<file path="src/csem_pkg.sv">
// shared types and constants of the counting semaphore table unit
// no dependencies; used by the top level, its checker and the testbench
`default_nettype none

package csem_pkg;

  localparam int NumSemsDefault    = 16;
  localparam int QueueDepthDefault = 8;

  // stream payload widths
  localparam int ActionW  = 2;
  localparam int IndexW   = 4;
  localparam int IvalW    = 15;
  localparam int ProcW    = 4;
  localparam int StatusW  = 2;
  localparam int InDataW  = 24;
  localparam int OutDataW = 16;

  localparam int ValW = 16;
  localparam logic signed [ValW-1:0] ValMax = 16'sh7fff;
  localparam logic signed [ValW-1:0] ValMin = 16'sh8000;

  localparam logic [1:0] UseInit = 2'd2;
  localparam logic [1:0] UseFree = 2'd0;

  typedef enum logic [ActionW-1:0] {
    ACT_INIT    = 2'd0,
    ACT_POST    = 2'd1,
    ACT_WAIT    = 2'd2,
    ACT_DESTROY = 2'd3
  } action_e;

  typedef enum logic [StatusW-1:0] {
    STS_OK    = 2'd0,
    STS_BAD   = 2'd1,
    STS_QFULL = 2'd2
  } status_e;

  typedef enum logic [1:0] {
    ST_IDLE = 2'b01,
    ST_EXEC = 2'b10
  } state_e;

endpackage

`default_nettype wire

</file>
<file path="src/counting_semaphore_table_unit.sv">
// Counting semaphore table: request channel s_axis, result channel m_axis.
// s_axis_tuser carries the action (init, post, wait, destroy); s_axis_tdata
// carries sem_index, init_value and caller_id. m_axis_tdata returns one
// result per request: status, slot_given, wake_valid, woken_id, caller_blocks.
// When a request is taken, the slot's count value and the head waiter are
// read from their memories; the compute step then computes, writes back and
// loads the output register, and it waits while the output register is full.
// Both memories are read through registers. With a free output register
// m_axis_tvalid rises as the compute step loads the output register, and the
// result can be taken from then on.
// A new request is taken while a result still waits on m_axis; if the
// receiver stalls, the second request holds in its compute step until the
// output register drains, and s_axis_tready stays low meanwhile.
// Reset frees every slot and empties every wait queue at once; count values
// and waiters are undefined until written by init or a blocking wait.
// Init takes the lowest free slot; a bad or unused slot gives status bad,
// and a blocking wait on a full queue gives status queue full.
`default_nettype none

module counting_semaphore_table_unit #(
  parameter int NUM_SEMS    = csem_pkg::NumSemsDefault,
  parameter int QUEUE_DEPTH = csem_pkg::QueueDepthDefault
) (
  input  wire logic                         clk_i,
  input  wire logic                         rst_ni,
  input  wire logic                         s_axis_tvalid,
  output      logic                         s_axis_tready,
  // [3:0] sem_index, [18:4] init_value, [22:19] caller_id, [23] zero
  input  wire logic [csem_pkg::InDataW-1:0] s_axis_tdata,
  // [1:0] action
  input  wire logic [csem_pkg::ActionW-1:0] s_axis_tuser,
  output      logic                         m_axis_tvalid,
  input  wire logic                         m_axis_tready,
  // [1:0] status, [5:2] slot_given, [6] wake_valid, [10:7] woken_id,
  // [11] caller_blocks, [15:12] zero
  output      logic [csem_pkg::OutDataW-1:0] m_axis_tdata
);

  import csem_pkg::*;

  localparam int SemW  = (NUM_SEMS > 1) ? $clog2(NUM_SEMS) : 1;
  localparam int QposW = (QUEUE_DEPTH > 1) ? $clog2(QUEUE_DEPTH) : 1;
  localparam int FillW = $clog2(QUEUE_DEPTH + 1);
  localparam int SumW  = FillW + 1;
  localparam int Words = NUM_SEMS * QUEUE_DEPTH;
  localparam int AddrW = (Words > 1) ? $clog2(Words) : 1;

  // request fields
  logic [IndexW-1:0] sem_index;
  logic [IvalW-1:0]  init_value;
  logic [ProcW-1:0]  caller_id;
  assign sem_index  = s_axis_tdata[3:0];
  assign init_value = s_axis_tdata[18:4];
  assign caller_id  = s_axis_tdata[22:19];

  state_e state_q, state_d;

  // per-slot control state, cleared by reset
  logic [1:0]       use_q  [NUM_SEMS];
  logic [QposW-1:0] head_q [NUM_SEMS];
  logic [FillW-1:0] fill_q [NUM_SEMS];

  // memories, undefined until written
  logic signed [ValW-1:0] cnt_mem [NUM_SEMS];
  logic [ProcW-1:0]       wtr_mem [Words];
  logic signed [ValW-1:0] cnt_rd_q;
  logic [ProcW-1:0]       wtr_rd_q;

  // captured request
  action_e          act_q;
  logic [SemW-1:0]  sel_q;
  logic             live_q;
  logic [IvalW-1:0] ival_q;
  logic [ProcW-1:0] caller_q;

  // output register
  logic              out_valid_q;
  logic [StatusW-1:0] sts_q, sts_d;
  logic [IndexW-1:0] slot_q, slot_d;
  logic              wv_q, wv_d;
  logic [ProcW-1:0]  wid_q, wid_d;
  logic              blk_q, blk_d;

  logic            s_accept, exec_go, in_range, live_in;
  logic [SemW-1:0] sel_in;
  logic [AddrW-1:0] rd_addr;

  assign s_axis_tready = (state_q == ST_IDLE);
  assign s_accept      = s_axis_tvalid && s_axis_tready;
  assign exec_go       = (state_q == ST_EXEC) && (!out_valid_q || m_axis_tready);

  assign in_range = (32'(sem_index) < 32'(NUM_SEMS));
  assign sel_in   = in_range ? SemW'(sem_index) : '0;
  assign live_in  = in_range && (use_q[sel_in] != UseFree);
  assign rd_addr  = AddrW'(sel_in) * AddrW'(QUEUE_DEPTH) + AddrW'(head_q[sel_in]);

  // lowest free slot
  logic            free_found;
  logic [SemW-1:0] free_idx;
  always_comb begin
    free_found = 1'b0;
    free_idx   = '0;
    for (int i = NUM_SEMS - 1; i >= 0; i--) begin
      if (use_q[i] == UseFree) begin
        free_found = 1'b1;
        free_idx   = SemW'(i);
      end
    end
  end

  // queue positions of the addressed slot
  logic [QposW-1:0] head_cur, head_nxt;
  logic [FillW-1:0] fill_cur;
  logic [SumW-1:0]  tail_sum;
  logic [QposW-1:0] tail_pos;
  logic [AddrW-1:0] wr_addr;
  assign head_cur = head_q[sel_q];
  assign fill_cur = fill_q[sel_q];
  assign head_nxt = (head_cur == QposW'(QUEUE_DEPTH - 1)) ? '0 : head_cur + QposW'(1);
  assign tail_sum = SumW'(head_cur) + SumW'(fill_cur);
  assign tail_pos = (tail_sum >= SumW'(QUEUE_DEPTH)) ?
                    QposW'(tail_sum - SumW'(QUEUE_DEPTH)) : QposW'(tail_sum);
  assign wr_addr  = AddrW'(sel_q) * AddrW'(QUEUE_DEPTH) + AddrW'(tail_pos);

  // compute step
  logic signed [ValW-1:0] val_inc, val_dec;
  logic                   cnt_we, wtr_we;
  logic [SemW-1:0]        cnt_wa;
  logic signed [ValW-1:0] cnt_wd;
  logic                   do_init, do_pop, do_push, do_destroy;

  assign val_inc = (cnt_rd_q != ValMax) ? cnt_rd_q + 16'sd1 : cnt_rd_q;
  assign val_dec = (cnt_rd_q != ValMin) ? cnt_rd_q - 16'sd1 : cnt_rd_q;

  always_comb begin
    sts_d      = STS_OK;
    slot_d     = '0;
    wv_d       = 1'b0;
    wid_d      = '0;
    blk_d      = 1'b0;
    cnt_we     = 1'b0;
    wtr_we     = 1'b0;
    cnt_wa     = sel_q;
    cnt_wd     = cnt_rd_q;
    do_init    = 1'b0;
    do_pop     = 1'b0;
    do_push    = 1'b0;
    do_destroy = 1'b0;
    unique case (act_q)
      ACT_INIT: begin
        if (free_found) begin
          do_init = 1'b1;
          cnt_we  = 1'b1;
          cnt_wa  = free_idx;
          cnt_wd  = $signed({1'b0, ival_q});
          slot_d  = IndexW'(free_idx);
        end else begin
          sts_d = STS_BAD;
        end
      end
      ACT_POST: begin
        if (!live_q) begin
          sts_d = STS_BAD;
        end else begin
          cnt_we = 1'b1;
          cnt_wd = val_inc;
          if (val_inc <= 16'sd0 && fill_cur != '0) begin
            do_pop = 1'b1;
            wv_d   = 1'b1;
            wid_d  = wtr_rd_q;
          end
        end
      end
      ACT_WAIT: begin
        if (!live_q) begin
          sts_d = STS_BAD;
        end else if (val_dec < 16'sd0) begin
          if (fill_cur >= FillW'(QUEUE_DEPTH)) begin
            sts_d = STS_QFULL;
          end else begin
            do_push = 1'b1;
            wtr_we  = 1'b1;
            cnt_we  = 1'b1;
            cnt_wd  = val_dec;
            blk_d   = 1'b1;
          end
        end else begin
          cnt_we = 1'b1;
          cnt_wd = val_dec;
        end
      end
      ACT_DESTROY: begin
        if (!live_q) begin
          sts_d = STS_BAD;
        end else begin
          do_destroy = 1'b1;
        end
      end
      default: begin
        sts_d = STS_BAD;
      end
    endcase
  end

  always_comb begin
    state_d = state_q;
    unique case (state_q)
      ST_IDLE: begin
        if (s_accept) begin
          state_d = ST_EXEC;
        end
      end
      ST_EXEC: begin
        if (exec_go) begin
          state_d = ST_IDLE;
        end
      end
      default: begin
        state_d = ST_IDLE;
      end
    endcase
  end

  always_ff @(posedge clk_i or negedge rst_ni) begin
    if (!rst_ni) begin
      state_q     <= ST_IDLE;
      out_valid_q <= 1'b0;
    end else begin
      state_q <= state_d;
      if (exec_go) begin
        out_valid_q <= 1'b1;
      end else if (m_axis_tready) begin
        out_valid_q <= 1'b0;
      end
    end
  end

  always_ff @(posedge clk_i or negedge rst_ni) begin
    if (!rst_ni) begin
      for (int i = 0; i < NUM_SEMS; i++) begin
        use_q[i]  <= UseFree;
        head_q[i] <= '0;
        fill_q[i] <= '0;
      end
    end else if (exec_go) begin
      if (do_init) begin
        use_q[free_idx]  <= UseInit;
        head_q[free_idx] <= '0;
        fill_q[free_idx] <= '0;
      end
      if (do_pop) begin
        head_q[sel_q] <= head_nxt;
        fill_q[sel_q] <= fill_cur - FillW'(1);
      end
      if (do_push) begin
        fill_q[sel_q] <= fill_cur + FillW'(1);
      end
      if (do_destroy) begin
        use_q[sel_q] <= use_q[sel_q] - 2'd1;
      end
    end
  end

  // count and waiter memories: read at accept, write back in the compute step
  always_ff @(posedge clk_i) begin
    if (s_accept) begin
      cnt_rd_q <= cnt_mem[sel_in];
      wtr_rd_q <= wtr_mem[rd_addr];
    end
    if (exec_go && cnt_we) begin
      cnt_mem[cnt_wa] <= cnt_wd;
    end
    if (exec_go && wtr_we) begin
      wtr_mem[wr_addr] <= caller_q;
    end
  end

  always_ff @(posedge clk_i) begin
    if (s_accept) begin
      act_q    <= action_e'(s_axis_tuser);
      sel_q    <= sel_in;
      live_q   <= live_in;
      ival_q   <= init_value;
      caller_q <= caller_id;
    end
    if (exec_go) begin
      sts_q  <= sts_d;
      slot_q <= slot_d;
      wv_q   <= wv_d;
      wid_q  <= wid_d;
      blk_q  <= blk_d;
    end
  end

  assign m_axis_tvalid = out_valid_q;
  assign m_axis_tdata  = {4'b0, blk_q, wid_q, wv_q, slot_q, sts_q};

endmodule

`default_nettype wire

</file>
<file path="config.mk">
export PLATFORM = sky130hd
export DESIGN_NAME = counting_semaphore_table_unit
export DESIGN_NICKNAME = d
export VERILOG_FILES = /design/src/csem_pkg.sv /design/src/counting_semaphore_table_unit.sv
export SDC_FILE = /design/constraint.sdc
export NUM_CORES = 2
export LEC_CHECK = 0
export ABC_AREA = 1
export BUFFER_PORTS_ARGS = -buffer_cell sky130_fd_sc_hd__buf_4
export CAP_MARGIN = 5
export CORE_ASPECT_RATIO = 1.2
export CORE_UTILIZATION = 50
export CTS_CLUSTER_DIAMETER = 40
export DETAILED_ROUTE_END_ITERATION = 7
export PLACE_DENSITY = 0.64
export SYNTH_ARGS = -nofsm -noshare
export SYNTH_HDL_FRONTEND = slang
export SYNTH_SLANG_ARGS = --single-unit
</file>
<file path="constraint.sdc">
create_clock -name clk_i -period 4.1 [get_ports clk_i]
set_input_delay 0.41 -clock clk_i [delete_from_list [all_inputs] [get_ports clk_i]]
set_output_delay 0.41 -clock clk_i [all_outputs]
set_load 0.05 [all_outputs]
</file>
==> results.md <==
* Total track usage at 28.1%
* Die Y at 340 um
* Tmin final at 3.89 ns
* FILL cells at 8122
* Async set-reset flop share out of synthesis at 15.1%
* DRC viols at 0
* Initial Util at 50.7%
* Most frequent CP cell: nand2_2
* Rows at 123
* Die Wd at 284 um
* Clock Sinks at 973
* Max-cap violations at 0
* Critical Path Max Stage Delay at 0.63 ns
* CP cell instances: buf_4 -> nand2_2 -> inv_2 -> a22oi_1 -> a21oi_1 -> or4_1 -> fa_1 -> xnor2_1 -> nand2_1 -> nand2_2 -> inv_2 -> nor2_4 -> nand2_2 -> buf_4 -> nor2_1
* DP HPWL at 87800 um
* Via Count at 36634
* Syn Inst Count at 5067
* Crit path capture type: flop
* CP startpoint kind: flop
* Status: finished clean
* Post-synthesis sequential area ratio at 59.7%
* Top-area cell type share of the netlist area at 52.0%
* Critical Path RT at 4.48 ns
* Final setup fails at 0
* CTS Buffer Depth at 3
* Worst min path class: in -> reg
* Die area at 96700 um2
* NetSw at 8.05 mW
* Pwr dens at 502 nW/um2
* Sw Share at 29.5%
* Int Power at 19.3 mW
* Layout area overhead at 14.0%
* Synth Warn # at 0
* TritonCTS clock tree: yes
* Static Leak at 22.3 nW
* Worst Path Max Fanout at 17
* Fin worst setup slack at 0.210 ns
* Antenna-violating nets left at 0
* H-tree depth at 3
* Yosys top cell by area: edfxtp_1
* Critical path's slowest cell: or4_1
* Final Max Tran Viols at 0
* Combinational Power Share at 17.7%
* First-pass GRT wire length at 207000 um
* Initial antenna violation count at 3
* Worst-margin pin slew at 1.19 ns
* Largest net degree at the start of global routing at 161
* Placement Setup Slack at 0.209 ns
* Prevailing post-synth register cell: edfxtp_1
* Port Buffer Count at 42
* F_max at 257 MHz
* Top Family by Delay on Critical Path: simple AND/OR/NAND/NOR gates
* Number of CTS-inserted buffers at 120
* Post-synth EDFFs at 826
* Skew-Pair Late Insertion Delay at 0.72 ns
* Root Buffer: clkbuf_16
* Final GP Congestion at 0.984
* Synth area leaders: edfxtp_1, nand2_1, dfrtp_1
* Unrepaired setup endpoints after global routing: no
* Avg Cell Area, Syn at 9.42 um2
* Drt pass-1 iters at 6
* Register share of total power at 42.4%
* Arrival time at the worst endpoint at 4.27 ns
* Synthesized cell area at 47700 um2
* GRT overflow at 0
* Buf/Inv on CP at 4
* Synth cell types at 54
* # IOs at 48
* FF+latch count, synth at 973
* Core Box Area at 94200 um2
* Overall power at 27.3 mW
* Clock transition at path regs at 0.06 ns
* Clk pwr share at 39.9%
* Via/cell ratio at 5.65
* Drt total wl at 137000 um
* Net count, final at 5167
* Setup Fix Bufs, Post-CTS at 0
* Max VDD drop at 0.000482 V
* Clk_skew at 0.0474 ns
* Worst setup path class: reg -> reg
* Slew headroom at 20.6%
* Number of global-route vias before repair at 35451
* Routed WL per cell at 21.1 um
* Tcrit/Tclk final at 94.9%
* Final Hold Viols at 0
* Iter 0 DRT Violations at 3457
* Final core occ at 57.8%
* Fin Hold WS at 0.319 ns
* Layout cell share with drive strength beyond 1 at 10.5%
* Setup TNS at 0 ns
[what timing repair did]
action,4_1_cts,5_1_grt
resized for setup,0,2
hold buffers,23,0
endpoints found under the setup margin,0,4
hold endpoints to repair,91,0
[routing by layer]
| metal | vias to the layer above | GRT usage (%) | wire length (um) |
|---|---|---|---|
| met2 | 1393 | 48.3 | 67400 |
| met5 | - | 0 | 24 |
| met1 | 17558 | 35.4 | 53800 |
| met4 | 4 | 12.5 | 5750 |
| li1 | 17362 | - | - |
| met3 | 317 | 4.07 | 9580 |
[cells in the final DEF, fill, tap and decap left out, drive strengths merged, types with 4 or more instances in the layout]
master and instances:
xor2 16, a21oi 109, clkinv 45, edfxtp 826, clkbuf 148, o221ai 57
dfrtp 146, nor3 10, a211oi 6, nand4 44, nand3 716, nand2 1109
ha 7, o21ai 297, a221oi 4, a22oi 37, buf 213, o22ai 58
conb 4, inv 613, a31oi 12, o211ai 32, clkinvlp 12, nand3b 182
nor2 476, dlygate4sd3 23, bufinv 17
[sequential cells by signal, indices dropped and copies added (netlist names)]
register,cells
use_q,32
wv_q,1
state_q,2
ival_q,15
caller_q,4
wtr_mem,512
wid_q,4
m_axis_tvalid,1
live_q,1
cnt_mem,256
fill_q,64
act_q,2
sts_q,2
sel_q,4
slot_q,4
cnt_rd_q,16
blk_q,1
wtr_rd_q,4
head_q,48
[area by class of cell]
cell class	instances	area, um2	share of cell area, %
Antenna cell	1	2.50	0.00460
Clock buffer	148	3170	5.82
Clock inverter	79	1030	1.89
Inverter	608	2300	4.22
Multi-Input combinational cell	3190	15700	28.8
Sequential cell	973	28500	52.3
Tap cell	1250	1560	2.87
Timing Repair Buffer	236	2210	4.07
[power by group through the flow]
stage	Sequential, mW	Clock, mW	Combinational, mW
CTS	11.6	11.0	4.79
global placement	11.8	0	4.71
global route	11.6	11.4	5.26
detailed placement	11.8	0	4.75
floorplan	11.7	0	2.96
finish	11.6	10.9	4.82
[metrics by stage]
stage / cells / cell area (um2)
detailed placement: 6234 / 50000
finish: 6485 / 54400
floorplan: 5070 / 47700
global placement: 6234 / 50000
CTS: 6484 / 54400
global route: 6484 / 54400
[worst register-to-register path, delay by kind of cell (launching register included)]
| family | cells | cell delay [ns] |
|---|---|---|
| AO/OA/AOI/OAI | 2 | 0.34 |
| flip-flops | 1 | 0.42 |
| AND/OR/NAND/NOR | 7 | 1.48 |
| XOR/XNOR | 1 | 0.21 |
| buffers and inverters | 4 | 0.69 |
| adder cells (fa/ha/maj) | 1 | 0.44 |
[Yosys cell counts, types with 8 or more instances]
master	n
a21oi_1	106
a22oi_1	36
a31oi_1	12
buf_1	33
buf_2	83
buf_4	17
buf_6	12
clkbuf_1	152
clkinv_1	8
dfrtp_1	146
edfxtp_1	826
inv_1	570
inv_2	28
nand2_1	1088
nand2_2	19
nand3_1	698
nand3_2	9
nand3_4	9
nand3b_1	182
nand4_1	44
nor2_1	453
nor2_4	16
nor3_1	8
o211ai_1	32
o21ai_0	272
o21ai_1	25
o221ai_1	56
o22ai_1	58
xor2_1	15
[worst paths after layout]
path | startpoint | end | slack, ns | depth (start not counted)
worst max-delay path | sel_q[1] | wtr_mem[0][2] | 0.21 | 15
worst min-delay path | s_axis_tdata[3] | sel_q[3] | 0.32 | 2
worst max register to register | sel_q[1] | wtr_mem[0][2] | 0.21 | 15
worst min register to register | use_q[5] | use_q[5] | 0.48 | 2
max in group asynchronous | rst_ni | fill_q[52] | 2.71 | 3
min in group asynchronous | rst_ni | m_axis_tvalid | 0.36 | 2
[cell families (layout without fill, tap and decap cells)]
group / Yosys count / in the layout / share of synthesized area, %
flops: 973 / 973 / 59.7
fa+ha+maj: 8 / 8 / 0.225
compound gates: 615 / 615 / 7.58
other cells: 1 / 5 / 0.00786
buf+inv: 907 / 1071 / 7.74
simple gates: 2544 / 2544 / 24.4
xor+xnor: 19 / 19 / 0.380
Note: power is estimated with default switching activity, not from simulation.
